[config.mk]
export PLATFORM = sky130hd
export DESIGN_NAME = tcw_apb
export DESIGN_NICKNAME = d
export VERILOG_FILES = /design/src/design/tcw_pkg.sv /design/src/design/tcw_apb.sv
export SDC_FILE = /design/constraint.sdc
export NUM_CORES = 1
export LEC_CHECK = 0
export ABC_AREA = 0
export ABC_CLOCK_PERIOD_IN_PS = 900
export BUFFER_PORTS_ARGS = -buffer_cell sky130_fd_sc_hd__buf_2
export CORE_MARGIN = 2
export CORE_UTILIZATION = 30
export CTS_CLUSTER_SIZE = 40
export DETAILED_ROUTE_END_ITERATION = 10
export PLACE_DENSITY = 0.78
export SLEW_MARGIN = 25
export SYNTH_ARGS = -nofsm -noshare
export SYNTH_HDL_FRONTEND = slang
export SYNTH_SLANG_ARGS = --single-unit
[constraint.sdc]
create_clock -name i_clk -period 0.9 [get_ports i_clk]
set_input_delay 0.225 -clock i_clk [delete_from_list [all_inputs] [get_ports i_clk]]
set_output_delay 0.225 -clock i_clk [all_outputs]
set_load 0.02 [all_outputs]
[src/design/tcw_pkg.sv]
// Shared constants, types and the address helper function of the text console writer.
package tcw_pkg;

    // Screen geometry and tab spacing.
    localparam int COLUMNS  = 80;
    localparam int ROWS     = 25;
    localparam int TAB_STOP = 4;
    localparam int CELLS    = COLUMNS * ROWS;

    // Fixed field widths of the channels.
    localparam int CMD_W      = 2;
    localparam int CHAR_W     = 8;
    localparam int IDX_W      = 11;
    localparam int CELL_W     = 16;
    localparam int OUT_COL_W  = 7;
    localparam int OUT_ROW_W  = 5;
    localparam int ATTR_W     = 8;

    // Configuration port.
    localparam int APB_ADDR_W = 3;
    localparam int APB_DATA_W = 32;

    // Internal widths derived from the geometry.
    localparam int ADDR_W   = $clog2(CELLS);
    localparam int CNT_W    = $clog2(CELLS + 1);
    localparam int COL_W    = $clog2(COLUMNS);
    localparam int ROW_W    = $clog2(ROWS);
    localparam int PH_W     = $clog2(TAB_STOP);
    localparam int SUM_W    = $clog2(COLUMNS + TAB_STOP + 1);
    localparam int SUM_A_W  = ((IDX_W > ADDR_W) ? IDX_W : ADDR_W) + 1;

    // Command codes.
    localparam logic [CMD_W-1:0] CMD_PUT   = 2'd0;
    localparam logic [CMD_W-1:0] CMD_CLEAR = 2'd1;
    localparam logic [CMD_W-1:0] CMD_READ  = 2'd2;

    // Character codes with special handling.
    localparam logic [CHAR_W-1:0] CH_LF    = 8'h0A;
    localparam logic [CHAR_W-1:0] CH_CR    = 8'h0D;
    localparam logic [CHAR_W-1:0] CH_TAB   = 8'h09;
    localparam logic [CHAR_W-1:0] CH_SPACE = 8'h20;

    // Attribute after reset.
    localparam logic [ATTR_W-1:0] RESET_ATTR = 8'h0F;

    // Register index (byte address bit 2 selects the register).
    localparam logic REG_ATTR = 1'b0;

    // Write request to the screen store.
    typedef struct packed {
        logic              en;
        logic [ADDR_W-1:0] addr;
        logic [CELL_W-1:0] data;
    } t_mem_wr;

    // Read request to the screen store.
    typedef struct packed {
        logic              en;
        logic [ADDR_W-1:0] addr;
    } t_mem_rd;

    // Fold a sum below twice the store size back into the store.
    function automatic logic [ADDR_W-1:0] wrap_addr(input logic [SUM_A_W-1:0] s);
        logic [SUM_A_W-1:0] d;
        d = s - SUM_A_W'(CELLS);
        if (s >= SUM_A_W'(CELLS)) begin
            return d[ADDR_W-1:0];
        end
        return s[ADDR_W-1:0];
    endfunction

endpackage

[src/design/tcw_apb.sv]
// APB-style configuration register block holding the text attribute.
module tcw_apb import tcw_pkg::*; (
    input  logic                  i_clk,
    input  logic                  i_rst_n,
    input  logic                  psel,
    input  logic                  penable,
    input  logic                  pwrite,
    input  logic [APB_ADDR_W-1:0] paddr,
    input  logic [APB_DATA_W-1:0] pwdata,
    output logic [APB_DATA_W-1:0] prdata,
    output logic                  pready,
    output logic [ATTR_W-1:0]     o_attr
);

    logic [ATTR_W-1:0] r_attr;
    logic              wr_hit;

    assign pready = 1'b1;
    assign wr_hit = psel && penable && pwrite && (paddr[2] == REG_ATTR);

    // Attribute register.
    always_ff @(posedge i_clk) begin
        if (!i_rst_n) begin
            r_attr <= RESET_ATTR;
        end else if (wr_hit) begin
            r_attr <= pwdata[ATTR_W-1:0];
        end
    end

    // Read-back decoder.
    always_comb begin
        unique case (paddr[2])
            REG_ATTR: prdata = APB_DATA_W'(r_attr);
            default:  prdata = '0;
        endcase
    end

    assign o_attr = r_attr;

endmodule

# Word-level counts from Yosys, hierarchy flattened

Cells that the tools add are included.

Flip-flop bits (word level): 8
Input bits: 40
Output and inout port bits: 41
Word-level logic and storage cells: 6

Multiplexer cells: 1
Bitwise operators: 1
Reductions and logical operators: 3

Operators by type and width:

| cell                | number |
|---|---|
| $mux W8             | 1 |
| $logic_and A1 B1 Y1 | 3 |
| $not A1 Y1          | 1 |

# Depth between registers and ports, before layout

Gate-level depths: netlist (run 1).

Depth after elaboration: 3
Depth in mapped cells: 3
Depth with buffers taken out: 2

# Worst setup path before layout (run 1)

No wires, ideal clock.

Path kind: register to output
From: register r_attr[0], in the netlist o_attr[0]
To: output prdata[0]
Data arrival time: 666 ps
Required time: 675 ps
Setup slack: 9 ps
Cell stages (with the launch flop): 2
Buffers on the path: 0
Path through: dfxtp_1 and2b_2

Cells in the longest elaborated chain, start to end: 1

RTL lines:

| item                     | line          | text |
|---|---|---|
| start: declaration       | tcw_apb.sv:15 | `logic [ATTR_W-1:0] r_attr;` |
| start signal: assignment | tcw_apb.sv:26 | `r_attr <= pwdata[ATTR_W-1:0];` |
| $mux W8                  | tcw_apb.sv:32 | `unique case (paddr[2])` |
| end: declaration         | tcw_apb.sv:10 | `output logic [APB_DATA_W-1:0] prdata,` |

No other way between the ends.

# Worst setup path in the final report (run 1)

From: register r_attr[5], in the netlist o_attr[5]
To: output prdata[5]

Same word-level chain as after synthesis.

==> results of run 1 <==
-- what timing repair did --
action / CTS / global route
resized for setup: 45 / 6
buffers inserted: 10 / 4
setup endpoints to repair: 16 / 16
-- synthesized netlist by cell type (all sizes together) --
cell type,instances
buf,26
and2b,8
dfxtp,8
mux2i,8
nand2,8
nor2b,8
conb,2
and4b,1
clkbuf,1
-- final cells by class --
type	count	area (um2)	share of cell area, %
sequential	8	170	17.3
timing repair buffer	46	423	42.9
clock buffer	3	22.5	2.28
multi-input combinational	58	337	34.1
tap	27	33.8	3.43
-- power breakdown --
group | total [mW] | switching, mW | internal [mW] | leakage (nW)
registers | 0.369 | 0.00493 | 0.364 | 0.0650
clock network | 0.276 | 0.124 | 0.153 | 0.0138
logic | 0.294 | 0.175 | 0.119 | 0.416
-- how the worst max path moves through the flow --
stage	from	endpoint	slack, ns	depth (start not counted)
3_5_place_dp	paddr[2]	o_attr[6]$_SDFFE_PN0P_	-0.15	4
5_1_grt	o_attr[6]$_SDFFE_PN0P_	prdata[6]	-0.26	2
2_1_floorplan	o_attr[0]$_SDFFE_PN1P_	prdata[0]	0.009	1
6_report	o_attr[5]$_SDFFE_PN0P_	prdata[5]	-0.22	2
3_3_place_gp	paddr[2]	prdata[1]	-0.15	4
4_1_cts	o_attr[6]$_SDFFE_PN0P_	prdata[6]	-0.23	2
-- kinds of logic (layout without fill, tap and decap cells) --
group,Yosys count,in the layout
DFF,8,8
other,2,25
muxes,8,8
buffers and inverters,27,49
and+or+nand+nor,25,25
-- per-layer routing --
metal	up-vias	share of wire [%]	GRT usage, %
met2	35	55	19.4
li1	258	-	-
met5	-	0	0
met3	0	10	4.91
met4	0	0	4.29
met1	229	34	11.8
-- metrics by stage --
step	total power [mW]	TNS (ns)
final	0.938	-2.70
after detailed placement	0.609	-2.05
after global placement	0.606	-1.97
after floorplan	0.625	0
after CTS	0.948	-2.81
after global routing	1.00	-3.31
-- critical path, delay by kind of cell (launching register included) --
family,cells,cell delay (ns)
flip-flops,1,0.32
AND/OR/NAND/NOR,1,0.20
buffers and inverters,1,0.13
==> flow_metrics.env, run 1 <==
export IMPL_status="finished with violations"
export IMPL_failed_checks="negative setup slack"
export IMPL_cts_made_buffers=3
export IMPL_fp_dieH_um=49.1
export IMPL_crit_required_ns=0.67
export IMPL_synth_cell_area_um2=611
export IMPL_maxSlewViolCount=0
export IMPL_wl_um=1370
export IMPL_syn_to_final_growth_pct=61.5
export IMPL_critical_path_max_stage_delay_ns=0.32
export IMPL_rrSetupSlack_ns=-0.02
export IMPL_post_drt_via_cell_ratio=3.68
export IMPL_setup_violations=17
export IMPL_synth_cell_type_count=10
export IMPL_irDropWorstVdd_mv=0.371
export IMPL_grt_pass1_vias=473
export IMPL_stdcell_area_um2=986
export IMPL_synth_xor_xnor_area_share_pct=0
export IMPL_grt_use_total_pct=11.2
export IMPL_synth_area_leader_cell="buf_4"
export IMPL_num_rows=16
export IMPL_fin_nets=157
export IMPL_pre_cts_ws_ns=-0.151
export IMPL_worstReg2RegEnd="o_attr[2]$_SDFFE_PN1P_"
export IMPL_skew_ns=0
export IMPL_synth_top_area_share_pct=30.7
export IMPL_rr_worst_depth=5
export IMPL_htreeDepth=1
export IMPL_dp_cells=125
export IMPL_drive_gt1_share_pct=57.4
export IMPL_instances_no_fill=142
export IMPL_rsz0062_at_grt="yes"
export IMPL_io_buffers=29
export IMPL_hpwlAfterDp_um=909
export IMPL_maxCapViolations=0
export IMPL_syn_inst=70
export IMPL_cp_start_kind="register"
export IMPL_setup_ws_ns=-0.220
export IMPL_fp_coreArea_um2=1940
export IMPL_finalCriticalPeriod_ns=1.12
export IMPL_min_from="pwdata[4]"
export IMPL_place_area_um2=708
export IMPL_rr_startpoint="o_attr[2]$_SDFFE_PN1P_"
export IMPL_drc_errors=0
export IMPL_whs_ns=0.213
export IMPL_arrival_ns=0.90
export IMPL_cp_max_fo=2
export IMPL_fin_crit_sh_pct=124
export IMPL_largest_register_ffs=8
export IMPL_yosys_warnings=0
export IMPL_crit_chain="and2b_2 > buf_6"
export IMPL_holdCritPathClass="input port to register"
export IMPL_ctsHoldBuffers=0
export IMPL_synth_area_leaders="buf_4 31%, dfxtp_1 26%, mux2i_1 13%"
export IMPL_endpoint_kind="primary output"
export IMPL_insertion_delay_ns=0.25
export IMPL_antenna_found_initial=0
export IMPL_finish_utilization_pct=50.8
export IMPL_ant_nets=0
export IMPL_synthAdderAreaFrac_pct=0
export IMPL_fillers=184
export IMPL_static_leakage_power_nw=0.495
export IMPL_io_pins=81
export IMPL_max_freq_mhz=893
export IMPL_antenna_cells=0
export IMPL_cts_root_buf="clkbuf_4"
export IMPL_cp_slowest_cell="dfxtp_2"
export IMPL_drt_pass1_iter_count=2
export IMPL_die_w_um=49.1
export IMPL_synth_compound_area_share_pct=0
export IMPL_synth_simple_area_share_pct=26.2
export IMPL_start_util_pct=31.4
export IMPL_synth_mux_area_share_pct=13.1
export IMPL_cts_buffer_depth=2
export IMPL_fp_dieArea_um2=2410
export IMPL_grt_pass1_wl_um=2000
export IMPL_final_hold_viol_count=0
export IMPL_synth_top_family_by_area="buffers and inverters"
export IMPL_routedWlPerCell_um=9.67
export IMPL_ys_seq_elements=8
export IMPL_critPathKind="register to primary output"
export IMPL_ys_seq_area_share_pct=26.2
export IMPL_whs_endpoint="o_attr[4]$_SDFFE_PN0P_"
export IMPL_via_count=522
export IMPL_final_cell_mix="26 x buf_6, 25 x conb_1, 13 x buf_2"
export IMPL_avgSynthCellArea_um2=8.72
export IMPL_power_density_nw_per_um2=952
export IMPL_grt_max_degree=17
export IMPL_cts_num_sinks=8
export IMPL_clk_pin_slew_ns=0.05
export IMPL_drtIter0Drc=4
export IMPL_cts_tree="yes"
export IMPL_min_path_cells=3
export IMPL_grt_overflow=0
export IMPL_final_common_cell="buf_6"
export IMPL_place_gp_congestion=0.669
Power figures use the tool's default switching activity.
==> run 2: changes to the inputs <==
Settings changed: CORE_MARGIN 2 to not set, CTS_BUF_LIST set to sky130_fd_sc_hd__clkbuf_4 sky130_fd_sc_hd__clkbuf_8 sky130_fd_sc_hd__clkbuf_16.
==> run 2 against run 1 <==
The run still ends with negative setup slack left. Routed wire length down 4.1%. Non-clock buffer count is 5 lower. Register-to-register slack better by 0.10 ns. First-iteration DRC count decreased by 75%. Critical endpoint is now prdata[1]. Largest power group unchanged.
==> flow_metrics.env, run 2 (synthesis results as in run 1) <==
export IMPL_status="finished with violations"
export IMPL_failed_checks="negative setup slack"
export IMPL_fin_crit_sh_pct=124
export IMPL_whs_endpoint="o_attr[6]$_SDFFE_PN0P_"
export IMPL_routedWlPerCell_um=9.76
export IMPL_final_hold_viol_count=0
export IMPL_min_from="pwdata[6]"
export IMPL_io_buffers=29
export IMPL_syn_to_final_growth_pct=50.2
export IMPL_endpoint_kind="primary output"
export IMPL_antenna_found_initial=0
export IMPL_power_density_nw_per_um2=998
export IMPL_path_buf_inv=1
export IMPL_grt_overflow=0
export IMPL_fp_coreArea_um2=1820
export IMPL_cts_root_buf="clkbuf_4"
export IMPL_fin_nets=152
export IMPL_wl_um=1320
export IMPL_drt_pass1_iter_count=3
export IMPL_cp_slowest_cell="dfxtp_2"
export IMPL_rr_startpoint="o_attr[3]$_SDFFE_PN1P_"
export IMPL_io_pins=81
export IMPL_min_path_cells=3
export IMPL_place_gp_congestion=0.638
export IMPL_rsz0062_at_grt="yes"
export IMPL_fp_dieH_um=47.1
export IMPL_setup_tns_ns=-2.57
export IMPL_critical_path_max_stage_delay_ns=0.32
export IMPL_post_drt_via_cell_ratio=3.87
export IMPL_fp_dieArea_um2=2220
export IMPL_cpLargestDelayFamily="flip-flops"
export IMPL_setup_violations=16
export IMPL_arrival_ns=0.89
export IMPL_cts_made_buffers=3
export IMPL_drtIter0Drc=1
export IMPL_drc_errors=0
export IMPL_worstReg2RegEnd="o_attr[3]$_SDFFE_PN1P_"
export IMPL_insertion_delay_ns=0.24
export IMPL_num_rows=15
export IMPL_ant_nets=0
export IMPL_irDropWorstVdd_mv=0.483
export IMPL_start_util_pct=33.5
export IMPL_cp_start_kind="register"
export IMPL_holdCritPathClass="input port to register"
export IMPL_critPathKind="register to primary output"
export IMPL_hpwlAfterDp_um=866
export IMPL_via_count=523
export IMPL_final_common_cell="conb_1"
export IMPL_die_w_um=47.1
export IMPL_ctsHoldBuffers=0
export IMPL_setup_ws_ns=-0.213
export IMPL_antenna_cells=0
export IMPL_cts_num_sinks=8
export IMPL_cp_max_fo=2
export IMPL_static_leakage_power_nw=0.461
export IMPL_cts_tree="yes"
export IMPL_grt_pass1_wl_um=1840
export IMPL_finalCriticalPeriod_ns=1.11
export IMPL_crit_chain="and2b_2 > buf_6"
export IMPL_grt_pass1_vias=449
export IMPL_maxCapViolations=0
export IMPL_cts_buffer_depth=2
export IMPL_clk_pin_slew_ns=0.05
export IMPL_crit_required_ns=0.67
export IMPL_rrSetupSlack_ns=0.08
export IMPL_maxSlewViolCount=0
export IMPL_max_freq_mhz=899
export IMPL_grt_max_degree=10
export IMPL_whs_ns=0.216
export IMPL_largest_register_ffs=8
export IMPL_htreeDepth=1
export IMPL_drive_gt1_share_pct=54.5
export IMPL_final_cell_mix="25 x conb_1, 19 x buf_6, 13 x buf_2"
export IMPL_grt_use_total_pct=12.3
export IMPL_skew_ns=0
export IMPL_rr_worst_depth=4
==> run 2: how the worst max path moves through the flow <==
stage                      startpoint                endpoint  slack (ns)  cells past startpoint
3_3_place_gp                 paddr[2]  o_attr[0]$_SDFFE_PN1P_       -0.15                      4
2_1_floorplan  o_attr[0]$_SDFFE_PN1P_               prdata[0]       0.009                      1
5_1_grt        o_attr[1]$_SDFFE_PN1P_               prdata[1]       -0.25                      2
3_5_place_dp                 paddr[2]  o_attr[7]$_SDFFE_PN0P_       -0.17                      4
6_report       o_attr[1]$_SDFFE_PN1P_               prdata[1]       -0.21                      2
4_1_cts        o_attr[0]$_SDFFE_PN1P_               prdata[0]       -0.22                      2
==> run 2: what timing repair did <==
action	in CTS	in global routing
gates resized for setup	38	5
setup endpoints to repair	16	16
setup buffers	6	3
==> run 2: area by class of cell <==
| cell class | instances | area [um2] |
|---|---|---|
| Fill cell | 177 | 903 |
| Timing Repair Buffer | 41 | 359 |
| Multi-Input combinational cell | 58 | 334 |
| Sequential cell | 8 | 170 |
| Tap cell | 25 | 31.3 |
| Clock buffer | 3 | 22.5 |
==> run 2: where the power goes <==
part	total [mW]	internal, mW	leakage, nW	switching [mW]
clock network	0.263	0.152	0.0138	0.111
logic	0.283	0.110	0.383	0.172
registers	0.369	0.364	0.0650	0.00497
==> run 2: metal layers <==
layer | GRT usage (%) | up-vias | routed length [um]
li1 | - | 250 | -
met1 | 13.6 | 239 | 518
met2 | 21.9 | 34 | 717
met3 | 3.46 | 0 | 81
met4 | 5.14 | 0 | 0
met5 | 0 | - | 0
==> run 2: worst reg2reg max path, cell delays in order (launching register included) <==
cell and delay (ns):
dfxtp_2 0.32, buf_6 0.11, buf_4 0.12, nor2b_1 0.09, mux2i_1 0.06
==> run 2: per-stage QoR <==
step / setup WS [ns] / utilization, % / area [um2] / cells / total power [mW]
after detailed placement: -0.169 / 38.8 / 706 / 123 / 0.610
final: -0.213 / 50.4 / 917 / 135 / 0.915
after global placement: -0.149 / 38.8 / 706 / 123 / 0.606
after floorplan: 0.00853 / - / 697 / 93 / 0.625
after global routing: -0.250 / 50.4 / 917 / 135 / 0.986
after CTS: -0.216 / 48.2 / 877 / 132 / 0.918
==> run 3: changes to the inputs <==
==> constraint.sdc (replaced) <==
create_clock -name i_clk -period 0.9 [get_ports i_clk]
set_input_delay 0.09 -clock i_clk [delete_from_list [all_inputs] [get_ports i_clk]]
set_output_delay 0.09 -clock i_clk [all_outputs]
set_load 0.02 [all_outputs]
==> run 3 against run 2 <==
The run still ends with negative setup slack left. Sequential share of layout area is 0.44 points higher. Final area shrank 2.3%. Clock skew did not move. Critical path type unchanged. Largest power group unchanged. Highest routed layer unchanged.
==> flow_metrics.env, run 3 (synthesis results as in run 1) <==
export IMPL_finalCriticalPeriod_ns=0.986
export IMPL_failed_checks="negative setup slack"
export IMPL_whs_ns=0.0863
export IMPL_cp_max_fo=3
export IMPL_skew_ns=0
export IMPL_fp_dieArea_um2=2220
export IMPL_final_cell_mix="25 x conb_1, 18 x buf_6, 15 x buf_2"
export IMPL_grt_pass1_wl_um=1770
export IMPL_die_w_um=47.1
export IMPL_place_area_um2=693
export IMPL_clk_pin_slew_ns=0.06
export IMPL_setup_ws_ns=-0.0865
export IMPL_post_drt_via_cell_ratio=3.85
export IMPL_setup_tns_ns=-0.640
export IMPL_htreeDepth=1
export IMPL_critical_path_max_stage_delay_ns=0.33
export IMPL_cts_made_buffers=3
export IMPL_endpoint_kind="primary output"
export IMPL_arrival_ns=0.90
export IMPL_io_buffers=29
export IMPL_ant_nets=0
export IMPL_largest_register_ffs=8
export IMPL_place_gp_congestion=0.682
export IMPL_path_buf_inv=1
export IMPL_holdCritPathClass="input port to register"
export IMPL_final_hold_viol_count=0
export IMPL_max_freq_mhz=1010
export IMPL_pre_cts_ws_ns=0.00865
export IMPL_status="finished with violations"
export IMPL_hpwlAfterDp_um=888
export IMPL_cts_buffer_depth=2
export IMPL_ctsHoldBuffers=0
export IMPL_critPathKind="register to primary output"
export IMPL_dp_cells=123
export IMPL_static_leakage_power_nw=0.454
export IMPL_maxCapViolations=0
export IMPL_fin_nets=152
export IMPL_wl_um=1340
export IMPL_grt_overflow=0
export IMPL_insertion_delay_ns=0.25
export IMPL_antenna_cells=0
export IMPL_start_util_pct=33.5
export IMPL_instances_no_fill=135
export IMPL_irDropWorstVdd_mv=0.480
export IMPL_antenna_found_initial=0
export IMPL_cts_tree="yes"
export IMPL_rsz0062_at_grt="yes"
export IMPL_via_count=520
export IMPL_finish_utilization_pct=49.2
export IMPL_syn_to_final_growth_pct=46.7
export IMPL_num_rows=15
export IMPL_routedWlPerCell_um=9.95
export IMPL_cts_num_sinks=8
export IMPL_cp_slowest_cell="dfxtp_2"
export IMPL_drtIter0Drc=2
export IMPL_setup_violations=10
export IMPL_stdcell_area_um2=896
export IMPL_crit_chain="and2b_2 > buf_6"
export IMPL_cts_root_buf="clkbuf_4"
export IMPL_fp_coreArea_um2=1820
export IMPL_io_pins=81
export IMPL_final_common_cell="conb_1"
export IMPL_power_mw=0.930
export IMPL_grt_max_degree=17
export IMPL_power_density_nw_per_um2=1040
export IMPL_crit_required_ns=0.81
export IMPL_fin_crit_sh_pct=110
export IMPL_drc_errors=0
export IMPL_grt_pass1_vias=441
export IMPL_cp_start_kind="register"
export IMPL_drt_pass1_iter_count=4
export IMPL_fp_dieH_um=47.1
export IMPL_drive_gt1_share_pct=54.5
export IMPL_maxSlewViolCount=0
export IMPL_grt_use_total_pct=12.0
export IMPL_cpLargestDelayFamily="flip-flops"
-- run 3: changes by cell type in the layout (fill, tap and decap cells not counted) --
cell    before  now
buf_6       19   18
buf_12       1    0
buf_2       13   15
-- run 3: final cells by class --
| type | count | area, um2 |
|---|---|---|
| Fill cell | 183 | 925 |
| Timing Repair Buffer | 41 | 338 |
| Multi-Input combinational cell | 58 | 334 |
| Sequential cell | 8 | 170 |
| Tap cell | 25 | 31.3 |
| Clock buffer | 3 | 22.5 |
-- run 3: routing by layer --
| metal | vias to the layer above | GRT usage, % | wire length (um) |
|---|---|---|---|
| li1 | 251 | - | - |
| met1 | 235 | 11.8 | 503 |
| met3 | 0 | 3.46 | 86 |
| met4 | 0 | 5.14 | 0 |
| met5 | - | 0 | 0 |
| met2 | 34 | 23.1 | 753 |
-- run 3: path summary, 6_finish.rpt --
path	slack (ns)	cells past startpoint	endpoint	start
max	-0.09	2	prdata[0]	o_attr[0]$_SDFFE_PN1P_
min	0.09	3	o_attr[7]$_SDFFE_PN0P_	pwdata[7]
max reg2reg	0.07	4	o_attr[3]$_SDFFE_PN1P_	o_attr[3]$_SDFFE_PN1P_
min reg2reg	0.53	2	o_attr[0]$_SDFFE_PN1P_	o_attr[0]$_SDFFE_PN1P_
-- run 3: worst reg2reg max path: stages, from the launching register on --
cell and delay, ns:
dfxtp_2 0.32, buf_6 0.11, buf_4 0.12, nor2b_1 0.10, mux2i_1 0.07
-- run 3: repair_timing --
item	4_1_cts	5_1_grt
setup endpoints to repair	8	13
buffers inserted	5	4
hold endpoints to repair	0	0
pin swaps	0	0
cloned	0	0
gates resized for setup	36	4
-- run 3: report_power, final --
group	switching [mW]	internal (mW)
sequential	0.00480	0.363
combinational	0.172	0.103
clock	0.134	0.153
